`src/nim_pkg.sv`:
```
// shared types, widths and command codes for the node list intersection block
package nim_pkg;

    localparam int PRE_W   = 16;
    localparam int POST_W  = 16;
    localparam int CNT_W   = 24;
    localparam int ENTRY_W = PRE_W + POST_W + CNT_W;

    localparam int LIST_DEPTH_DEF = 64;

    localparam logic [CNT_W-1:0] CNT_MAX = {CNT_W{1'b1}};
    localparam logic [CNT_W-1:0] MIN_SUPPORT_RST = CNT_W'(1);

    // input beat commands
    typedef enum logic [1:0] {
        CMD_LOAD_ANC  = 2'd0,
        CMD_LOAD_DESC = 2'd1,
        CMD_RUN       = 2'd2,
        CMD_CLEAR     = 2'd3
    } t_cmd;

    // one list entry as stored in a list memory
    typedef struct packed {
        logic [PRE_W-1:0]  pre;
        logic [POST_W-1:0] post;
        logic [CNT_W-1:0]  cnt;
    } t_entry;

    // operands handed to the shared compare and add unit
    typedef struct packed {
        t_entry            anc;
        t_entry            desc;
        t_entry            pend;
        logic [CNT_W-1:0]  total;
    } t_alu_req;

    // results of the shared compare and add unit
    typedef struct packed {
        logic              anc_before;
        logic              anc_covers;
        logic              same_anc;
        logic [CNT_W-1:0]  cnt_min;
        logic [CNT_W-1:0]  pend_sum;
        logic [CNT_W-1:0]  total_sum;
    } t_alu_res;

endpackage

```
`src/nim_alu.sv`:
```
// shared merge step unit: containment compare, count minimum and saturating adds
module nim_alu (
    input  nim_pkg::t_alu_req i_req,
    output nim_pkg::t_alu_res o_res
);
    import nim_pkg::*;

    logic [CNT_W-1:0] cnt_min;
    logic [CNT_W:0]   pend_wide;
    logic [CNT_W:0]   total_wide;

    // smaller of the two node counts
    assign cnt_min = (i_req.anc.cnt < i_req.desc.cnt) ? i_req.anc.cnt : i_req.desc.cnt;

    // saturating accumulations for the pending result and the running total
    assign pend_wide  = {1'b0, i_req.pend.cnt} + {1'b0, cnt_min};
    assign total_wide = {1'b0, i_req.total} + {1'b0, cnt_min};

    always_comb begin
        o_res.anc_before = i_req.anc.pre < i_req.desc.pre;
        o_res.anc_covers = i_req.anc.post > i_req.desc.post;
        o_res.same_anc   = (i_req.pend.pre == i_req.anc.pre) &&
                           (i_req.pend.post == i_req.anc.post);
        o_res.cnt_min    = cnt_min;
        o_res.pend_sum   = pend_wide[CNT_W] ? CNT_MAX : pend_wide[CNT_W-1:0];
        o_res.total_sum  = total_wide[CNT_W] ? CNT_MAX : total_wide[CNT_W-1:0];
    end

endmodule

```
`config.mk`:
```
export PLATFORM = sky130hd
export DESIGN_NAME = nim_alu
export DESIGN_NICKNAME = d
export VERILOG_FILES = /design/src/nim_pkg.sv /design/src/nim_alu.sv
export SDC_FILE = /design/constraint.sdc
export NUM_CORES = 1
export LEC_CHECK = 0
export BUFFER_PORTS_ARGS = -buffer_cell sky130_fd_sc_hd__clkbuf_2
export CAP_MARGIN = 20
export CORE_MARGIN = 2
export CORE_UTILIZATION = 39
export DETAILED_ROUTE_END_ITERATION = 8
export PLACE_DENSITY = 0.75
export SLEW_MARGIN = 10
export SYNTH_ARGS = -nofsm -noshare
export SYNTH_HDL_FRONTEND = slang
export SYNTH_SLANG_ARGS = --single-unit
```
`constraint.sdc`:
```
create_clock -name vclk -period 5.49
set_clock_uncertainty 0.15 [all_clocks]
set_input_delay 0.549 -clock vclk [all_inputs]
set_output_delay 0.549 -clock vclk [all_outputs]
set_load 0.01 [all_outputs]
```
==> Flow_metrics.wiki <==
{| class="wikitable"
! Metric !! Value
|-
| Run status || complete, no violations
|-
| Top-level I/O count || 267
|-
| Static leakage || 0.003858 uW
|-
| Antenna diode count || 0
|-
| Endpoint required time on the critical path || 4.79 ns
|-
| Data arrival at the endpoint of the critical path || 4.54 ns
|-
| Power density over the cells || 170.7 nW/um2
|-
| Distinct cell type count of the synthesized netlist || 57
|-
| Most common cell after layout, fill and taps aside || sky130_fd_sc_hd__clkbuf_2
|-
| Cell chain of the critical path || clkbuf_2 -> inv_1 -> ha_1 -> a21o_1 -> a21o_1 -> a21oi_1 -> o211ai_1 -> a311o_2 -> buf_12 -> mux2_4 -> ha_1 -> a21oi_2 -> o21ai_1 -> a221o_1 -> a2111o_1 -> a31oi_1 -> a21oi_1 -> o21ai_1 -> clkbuf_2
|-
| Count of sequential standard cells || 0
|-
| DRC violation total after the first TritonRoute iteration || 244
|-
| Number of cell rows || 41
|-
| Fraction of layout instances using a drive strength above 1 || 34.74%
|-
| Worst setup SP type || primary input
|-
| Sequential area share after synthesis || 0%
|-
| Count of non-filler cells in the finished layout || 1145
|-
| Die height || 116.5 um
|-
| Number of antenna-violating nets in the routed design || 0
|-
| Cts-stage hold buffer count || 0
|-
| Buffers & Inverters on Critical Path || 4
|-
| Detailed Place HPWL || 16.01 mm
|-
| Via count of the first global-routing pass || 5967
|-
| Post-cts resize count || 0
|-
| Post-synth top area cell || sky130_fd_sc_hd__ha_1
|-
| Drt via density || 5.447
|-
| Number of hold-slack violations in the final timing report || 0
|-
| Final setup violation count || 0
|-
| Die ar. || 13570 um2
|-
| Portion of the clock cycle consumed by the worst path in the final layout || 95.47%
|-
| Syn_area_per_cell || 7.152 um2
|-
| Total routed wirelength || 18.12 mm
|-
| First-pass GRT wire length || 27.30 mm
|-
| Gp weighted congestion || 1.050
|-
| Unrepaired setup endpoints after global routing || false
|-
| Achievable clock frequency || 190.8 MHz
|-
| Time the worst path needs with I/O delays and setup || 5.241 ns
|-
| Max-slew headroom at the worst pin || 64.06%
|-
| Die X-Extent || 116.5 um
|-
| Remaining Overflow, GRT || 0
|-
| Number of antenna violations at the first check in global routing || 0
|-
| Placed insts || 1145
|-
| Initial core utilization || 39.59%
|-
| Max-cap violation count || 0
|-
| Synthesis-to-finish area growth || 35.42%
|-
| Worst Path Class, Setup || primary input to output port
|-
| Average routed wire per standard cell || 15.83 um
|-
| Core ar. || 12470 um2
|-
| Length of the first detailed-routing pass in iterations || 5
|-
| Synthesized Nets || 986
|-
| CLK BUF || 0
|-
| Most used cells in the layout excluding fill and tap cells || 267 x sky130_fd_sc_hd__clkbuf_2, 101 x sky130_fd_sc_hd__ha_1, 79 x sky130_fd_sc_hd__inv_1
|-
| Crit Path Max Fanout || 19
|-
| Slowest stage delay, CP || 0.46 ns
|-
| Cell family with most CP delay || compound AO/OA/AOI/OAI gates
|-
| Largest net degree at the start of global routing || 24
|-
| Number of max-slew violations in the final report || 0
|-
| Residual DRC || 0
|-
| Overall routing resource usage || 24.95%
|-
| Capturing element type of the critical path || output port
|-
| Slowest-stage cell, CP || sky130_fd_sc_hd__a2111o_1
|-
| Leading post-synthesis cells by cell area || sky130_fd_sc_hd__ha_1 26%, sky130_fd_sc_hd__xor2_1 7.8%, sky130_fd_sc_hd__a21o_1 6.4%, sky130_fd_sc_hd__a21oi_1 6.1%, sky130_fd_sc_hd__inv_1 6.0%
|-
| Fraction of synthesized cell area taken by the top area cell type || 25.86%
|-
| End-of-flow core utilization || 53.61%
|-
| Measured slew at the worst slew-check pin || 0.5342 ns
|-
| Detailed-route via count || 6237
|-
| Register Area || 0 um2
|-
| Kind of path behind the tightest hold check || primary input to output port
|-
| Cell Area, Synth || 4935 um2
|-
| # port buffers || 267
|-
| Mapped Cells || 690
|-
| Total Negative Setup Slacks || 0 ns
|-
| Layout fillers || 1259
|-
| Worst vdd ir || 0.1201 mV
|-
| Nets || 1271
|-
| Number of warnings reported in the yosys synthesis log || 0
|-
| # Post-CTS Setup Buffers || 0
|}
-- synthesized netlist by cell type (all sizes together) (2+ instances only) --
| library cell | n |
|---|---|
| fa | 2 |
| nor2 | 31 |
| nor3 | 16 |
| a21oi | 61 |
| a211oi | 6 |
| o41ai | 4 |
| or3 | 3 |
| a31oi | 7 |
| a21o | 42 |
| o21ai | 45 |
| a311o | 3 |
| nand2b | 13 |
| nand4 | 17 |
| and2 | 6 |
| or2 | 4 |
| o2bb2ai | 2 |
| nand2 | 67 |
| mux2 | 24 |
| xnor2 | 17 |
| o21a | 13 |
| nor4 | 13 |
| buf | 10 |
| nand3 | 11 |
| nor2b | 6 |
| o211ai | 3 |
| o21bai | 5 |
| and3 | 5 |
| xor2 | 44 |
| o31ai | 7 |
| a21boi | 4 |
| inv | 79 |
| ha | 102 |
| mux2i | 3 |
-- area by class of cell --
cell class / instances / area [um2] / share of cell area [%]
multi-input combinational: 600 / 4607 / 68.94
tap: 172 / 215.2 / 3.220
timing repair buffer: 294 / 1564 / 23.40
inverter: 79 / 296.5 / 4.437
-- cell families after synthesis --
group	share of synthesized area, %
AOI/OAI and AO/OA	27.74
muxes	7.530
buffers and inverters	8.037
xor gates and xnor gates	10.83
and+or+nand+nor	19.19
adders and majority gates	26.67
-- metrics by stage --
stage | total power [uW] | cell area [um2] | hold WS (ns) | setup WS (ns)
final | 1141 | 6683 | 1.315 | 0.2485
after global routing | 1261 | 6683 | 1.335 | 0.006347
after CTS | 1116 | 6615 | 1.319 | 0.06024
after detailed placement | 1109 | 6615 | 1.318 | 0.08391
after global placement | 1105 | 6615 | 1.317 | 0.05653
after floorplan | 705.4 | 4935 | 1.098 | 0.6416
-- report_power, final --
| group | total (uW) | internal, uW | switching [uW] |
|---|---|---|---|
| clock | 0 | 0 | 0 |
| combinational | 1140 | 503 | 638 |
| sequential | 0 | 0 | 0 |
| total | 1140 | 503 | 638 |
-- routing by layer --
layer	GRT usage (%)	up-vias	wire [um]
li1	-	3087	-
met1	28.16	2786	6979
met2	46.59	309	8793
met3	3.581	55	1487
met4	10.48	0	863
met5	0	-	0
-- path summary, 6_finish.rpt --
check	slack, ns	cells after the start	startpoint	endpoint
max	0.25	19	i_req[81]	o_res[19]
min	1.31	3	i_req[136]	o_res[48]
Note: power is estimated with default switching activity, not from simulation.
