## src/nim_ram.sv

```systemverilog
// generic single write port ram with one registered read port
module nim_ram #(
    parameter int WIDTH = 8,
    parameter int DEPTH = 64
) (
    input  logic                     i_clk,
    input  logic                     i_we,
    input  logic [$clog2(DEPTH)-1:0] i_waddr,
    input  logic [WIDTH-1:0]         i_wdata,
    input  logic [$clog2(DEPTH)-1:0] i_raddr,
    output logic [WIDTH-1:0]         o_rdata
);

    logic [WIDTH-1:0] r_mem [DEPTH];
    logic [WIDTH-1:0] r_rdata;

    // write and registered read
    always_ff @(posedge i_clk) begin
        if (i_we) begin
            r_mem[i_waddr] <= i_wdata;
        end
        r_rdata <= r_mem[i_raddr];
    end

    assign o_rdata = r_rdata;

endmodule

```

## config.mk

```make
export PLATFORM = sky130hd
export DESIGN_NAME = nim_ram
export DESIGN_NICKNAME = d
export VERILOG_FILES = /design/src/nim_ram.sv
export SDC_FILE = /design/constraint.sdc
export NUM_CORES = 1
export LEC_CHECK = 0
export BUFFER_PORTS_ARGS = -buffer_cell sky130_fd_sc_hd__clkbuf_2
export CORE_ASPECT_RATIO = 1.75
export CORE_MARGIN = 2
export CORE_UTILIZATION = 40
export DETAILED_ROUTE_END_ITERATION = 7
export GPL_TIMING_DRIVEN = 0
export PLACE_DENSITY = 0.54
export SYNTH_ARGS = -nofsm -noshare
export SYNTH_HDL_FRONTEND = slang
export SYNTH_SLANG_ARGS = --single-unit
```

## constraint.sdc

```tcl
create_clock -name i_clk -period 1.6 [get_ports i_clk]
set_input_delay 0.08 -clock i_clk [delete_from_list [all_inputs] [get_ports i_clk]]
set_output_delay 0.08 -clock i_clk [all_outputs]
set_load 0.02 [all_outputs]
```

==> results of run 1 <==
-- kinds of logic (layout without fill, tap and decap cells) --
group	Yosys count	count (layout)	share of synthesized area, %
simple gates	153	153	3.387
mux	162	162	15.94
flops	520	520	77.03
buf+inv	51	171	1.570
compound gates	54	54	2.072
-- layer usage --
metal  vias up  global-route usage (%)  part of all wire [%]
li1       4102                       -                     -
met1      5317                   23.10                    36
met2       248                   39.41                    57
met3        84                   2.096                   3.2
met4         0                   8.523                   4.0
met5         -                       0                     0
-- per-stage QoR --
| stage | setup WS [ns] | instance area [sq um] | total power [W] | utilization [%] |
|---|---|---|---|---|
| after floorplan | -0.05021 | 20270 | 0.01626 | - |
| after global placement | -1.255 | 21200 | 0.01702 | 42.63 |
| after detailed placement | -1.248 | 21220 | 0.01705 | 42.67 |
| after CTS | -0.3966 | 23050 | 0.02834 | 46.36 |
| after global routing | -0.4224 | 23410 | 0.02890 | 47.07 |
| final | -0.3907 | 23410 | 0.02821 | 47.07 |
-- what timing repair did --
| action | in CTS | in global routing |
|---|---|---|
| buffers inserted | 3 | 0 |
| hold endpoints to repair | 2 | 65 |
| pin swaps | 2 | 2 |
| resized for setup | 95 | 36 |
| endpoints found under the setup margin | 357 | 278 |
| gates cloned | 0 | 0 |
-- synth_stat cells, types with 4 or more instances --
cell | instances | area share [%]
a221oi_1 | 6 | 0.26
buf_6 | 4 | 0.22
nand2b_1 | 7 | 0.22
nand2_1 | 19 | 0.35
buf_4 | 13 | 0.48
buf_2 | 11 | 0.27
clkbuf_1 | 17 | 0.32
mux2_2 | 13 | 0.73
o221ai_1 | 8 | 0.35
mux4_2 | 126 | 14
edfxtp_1 | 512 | 76
a211oi_1 | 4 | 0.15
nor2_1 | 83 | 1.5
mux2i_1 | 23 | 1.1
buf_1 | 4 | 0.074
nand3_1 | 13 | 0.32
nor2b_1 | 14 | 0.43
o22ai_1 | 8 | 0.25
nor3_1 | 7 | 0.17
dfxtp_1 | 8 | 0.79
-- final timing paths --
path / start / endpoint / slack [ns] / cells after the start
setup / recovery: r_mem[2][3] / o_rdata[3] / -0.39 / 4
hold / removal: i_raddr[5] / o_rdata[5] / -0.03 / 2
setup reg to reg: r_mem[2][3] / o_rdata[3] / -0.39 / 4
hold reg to reg: r_mem[31][1] / o_rdata[1] / 0.93 / 4
-- sequential cells by signal, summed over array words and instances (netlist names) --
signal and flops:
o_rdata 8, r_mem 512
-- layout make-up --
class                           instances  area, sq um
Buffer                                 51        401.6
Clock buffer                           58         1217
Clock inverter                         26        296.5
Fill cell                            4226        26320
Multi-Input combinational cell        369         4802
Sequential cell                       520        15530
Tap cell                              660        825.8
Timing Repair Buffer                   36        327.8
-- report_power, final --
part / internal, W / total (W) / switching, W
sequential: 0.0151 / 0.0151 / 0.0000278
combinational: 0.000641 / 0.00178 / 0.00114
clock: 0.00652 / 0.0113 / 0.00481
==> metrics.txt, run 1 <==
CTS tree=done; failing checks=hold timing, setup timing; commonest non-fill, non-tap cell in the layout=edfxtp_1; syn avg cell area=21.45 sq um; CTS clk-pin slew, worst paths=0.06 ns; CP max stage delay=0.60 ns; Worst Hold Class=in -> reg; Cell Rows=108; Crit-path slowest cell=a2111oi_2; Final HPWL DP=35100 microns; PwrDens=1205 mW/mm^2; Area Overhead vs Synth=16.06%; Synth cell types=40; Worst Path Class, Setup=reg -> reg; Worst-Margin Slew=0.9414 ns; Synth Register Bits=520; FFs w/ async S/R, synth=0%; Final Worst Setup Slack=-0.3907 ns; minimum clock period=1.991 ns; Remaining DRCs=0; first-iteration detailed-routing DRC count=824; Final #Nets=1046; most frequent cells in the layout=edfxtp_1 (512), mux4_2 (126), clkbuf_16 (47); Syn Nets=962; vias=9751; I/O Buffers=21; EDFF count, synth=512; Max VDD drop=767.1 uV; yosys synthesis warning count=0; total CTS buffers=46; Routability Congestion=0.8841; Worst-Skew Late Latency=0.56 ns; Initial Utilization=40.55%; Vias/cell=5.669; worst path arrival time=2.40 ns; vias in the first global route=10324; top_reg_cell synth=edfxtp_1; CP delay by family, top=compound AO/OA/AOI/OAI gates; die area=0.05230 sq mm; final std cells w/o fill=1720; largest net degree at the start of global routing=65; relative slew slack=37.24%; total gr overflow=0; Root Buffer=clkbuf_16; status=complete, but fails checks; first-pass GRT wire length=74950 microns; Worst setup EP type=register; WL/cell=30.98 microns; Final Cycle Share=124.4%; Bufs on Longest Clock Path=3; CP max FO=1; gr usage total=20.54%; Critical path buffers and inverters=0; gate count after technology mapping=940; Final ANT Viol Nets=0; max-slew violation count=0; Mapped Area=0.02017 sq mm; DRT Pass-1 Iters=4; Final setup violation count=67; max_cap viols=0; setup_tns=-8.361 ns; fmax=502.3 MHz; CP Data Required Time=2.01 ns; die span in x=173.7 microns; final wirelength=53290 microns; placed cell count=1622; RSZ-0062 raised after global routing=true; hold slack=-0.03170 ns; register area share after synthesis=77.03%; initial antenna violation count=0; I/O pins=30; Die Ht=301.0 microns; Clock Skews=0.01982 ns; Final Hold Viols=2; crit-path cells=mux4_2 > nor2b_1 > a2111oi_2 > o41ai_4; diodes inserted=0; CTS HTree Levels=2; clock sink count=520; Pleak=7.157 nW; layout cells sized above 1=33.58%; Critical Path Source Type=register; core area=0.04973 sq mm
Power figures use the tool's default switching activity.
==> run 2, diff against run 1 <==
--- a/config.mk
+++ b/config.mk
@@ -12,6 +12,7 @@
 export DETAILED_ROUTE_END_ITERATION = 7
 export GPL_TIMING_DRIVEN = 0
 export PLACE_DENSITY = 0.54
+export REMOVE_ABC_BUFFERS = 1
 export SYNTH_ARGS = -nofsm -noshare
 export SYNTH_HDL_FRONTEND = slang
 export SYNTH_SLANG_ARGS = --single-unit
==> run 2 against run 1 <==
  * The run ends with setup timing left
  * Clock skew rose by 0.00061 ns
  * Clock power fell by 7%
  * Core utilization fell by 0.74 points
  * First-iteration DRC count fell by 14%
  * Setup slack got worse by 0.064 ns
  * Power fell by 3.6%
  * Clock-buffer cell count rose by 3
  * Sequential power barely moved
  * Cell area fell by 1.6%
==> metrics.txt, run 2 (synthesized netlist as in run 1, its figures left out) <==
status=complete, but fails checks; failing checks=setup timing; Reg with most FFs=r_mem; largest net degree at the start of global routing=80; Pleak=6.966 nW; die area=0.05230 sq mm; relative slew slack=8.355%; Die Ht=301.0 microns; CTS HTree Levels=2; CP delay by family, top=multiplexers; Worst-Skew Late Latency=0.57 ns; CP max FO=1; max-slew violation count=0; total gr overflow=0; layout cells sized above 1=31.73%; design area=0.02304 sq mm; Root Buffer=clkbuf_16; clock sink count=520; crit-path cells=mux4_2 > mux2_2 > o221a_4 > nor3_4 > o32ai_4; PwrDens=1180 mW/mm^2; Remaining DRCs=0; final wirelength=46330 microns; worst slack, placed=-1.691 ns; Crit-path slowest cell=mux4_2; gr usage total=17.82%; WP depth=5; Worst setup EP type=register; I/O Buffers=29; Final Cycle Share=128.4%; I/O pins=30; core area=0.04973 sq mm; CTS clk-pin slew, worst paths=0.07 ns; total CTS buffers=44; Critical Path Source Type=register; Area Overhead vs Synth=14.23%; Clock Skews=0.02043 ns; Final ANT Viol Nets=0; Cell Rows=108; Final setup violation count=16; CTS tree=done; Initial Utilization=40.55%; max_cap viols=0; first-pass GRT wire length=67400 microns; vias in the first global route=9966; Worst-Margin Slew=1.375 ns; Worst R2R Path Depth=5; Final Hold Viols=0; Reg2Reg Capture Point=o_rdata[6]; vias=9403; r2r startpoint=r_mem[21][6]; DRT Pass-1 Iters=5; Routability Congestion=0.7514; Max VDD drop=768.8 uV; WL/cell=27.61 microns; Worst Path Class, Setup=reg -> reg; first-iteration detailed-routing DRC count=708; RSZ-0062 raised after global routing=true; setup_tns=-3.092 ns; worst path arrival time=2.46 ns; CP Launch Point=r_mem[21][6]; Vias/cell=5.604; CP Data Required Time=2.01 ns; Post-Route Utilization=46.33%; most frequent cells in the layout=edfxtp_1 (512), mux4_2 (126), clkbuf_16 (46); R2R setup slack=-0.45 ns; commonest non-fill, non-tap cell in the layout=edfxtp_1; Worst Hold Class=in -> reg; initial antenna violation count=0; CP max stage delay=0.51 ns; max FFs per register=512; Bufs on Longest Clock Path=3; Final #Nets=1005; fmax=486.8 MHz; Post-DP Area=0.02096 sq mm; die span in x=173.7 microns; Final HPWL DP=27440 microns; Final Worst Setup Slack=-0.4544 ns; Worst Setup EP=o_rdata[6]; minimum clock period=2.054 ns; diodes inserted=0; Critical path buffers and inverters=0
## run 2: worst register-to-register path, stage by stage (launching register included)
cell	delay [ns]
edfxtp_1	0.35
mux4_2	0.51
mux2_2	0.29
o221a_4	0.29
nor3_4	0.31
o32ai_4	0.15
## run 2: per-stage QoR
stage / power, W / hold WS, ns / cells
after detailed placement: 0.01686 / 0.4972 / 1582
after CTS: 0.02737 / 0.09058 / 1667
after global routing: 0.02796 / 0.03309 / 1678
after floorplan: 0.01601 / 0.1789 / 889
final: 0.02719 / 0.01367 / 1678
after global placement: 0.01691 / 0.4996 / 1578
## run 2: power by group
group          total (W)  switching, W  internal (W)  leakage, nW
Combinational    0.00158      0.000987      0.000592         1.61
Sequential        0.0151     0.0000243        0.0151         4.67
Clock             0.0105       0.00474       0.00577        0.686
Total             0.0272       0.00575        0.0214         6.97
## run 2: what timing repair did
item	CTS	global route
hold buffers	0	5
endpoints found under the setup margin	353	170
pin swaps	5	0
setup buffers	3	0
cloned	1	0
hold endpoints to repair	0	72
resized for setup	84	35
## run 2: worst min path at each step
stage | startpoint | to | cells after the start
after floorplan | i_wdata[0] | r_mem[0][0] | 0
after global placement | o_rdata[3] | o_rdata[3] | 1
after detailed placement | o_rdata[3] | o_rdata[3] | 1
after CTS | i_waddr[2] | r_mem[48][1] | 2
after global routing | i_wdata[6] | r_mem[21][6] | 1
final | i_wdata[6] | r_mem[21][6] | 1
## run 2: final cells by class
cell class / count / area [sq um]
clock buffer: 61 / 1246
clock inverter: 20 / 145.1
fill: 4276 / 26690
multi-input combinational: 369 / 4762
sequential: 520 / 15530
tap: 660 / 825.8
timing repair buffer: 48 / 523.0
## run 2: routing by layer
metal	up-vias	routed length (microns)	global-route usage [%]
li1	4009	-	-
met1	5078	17720	21.34
met2	237	25470	33.23
met3	79	1834	2.020
met4	0	1312	6.142
met5	-	0	0
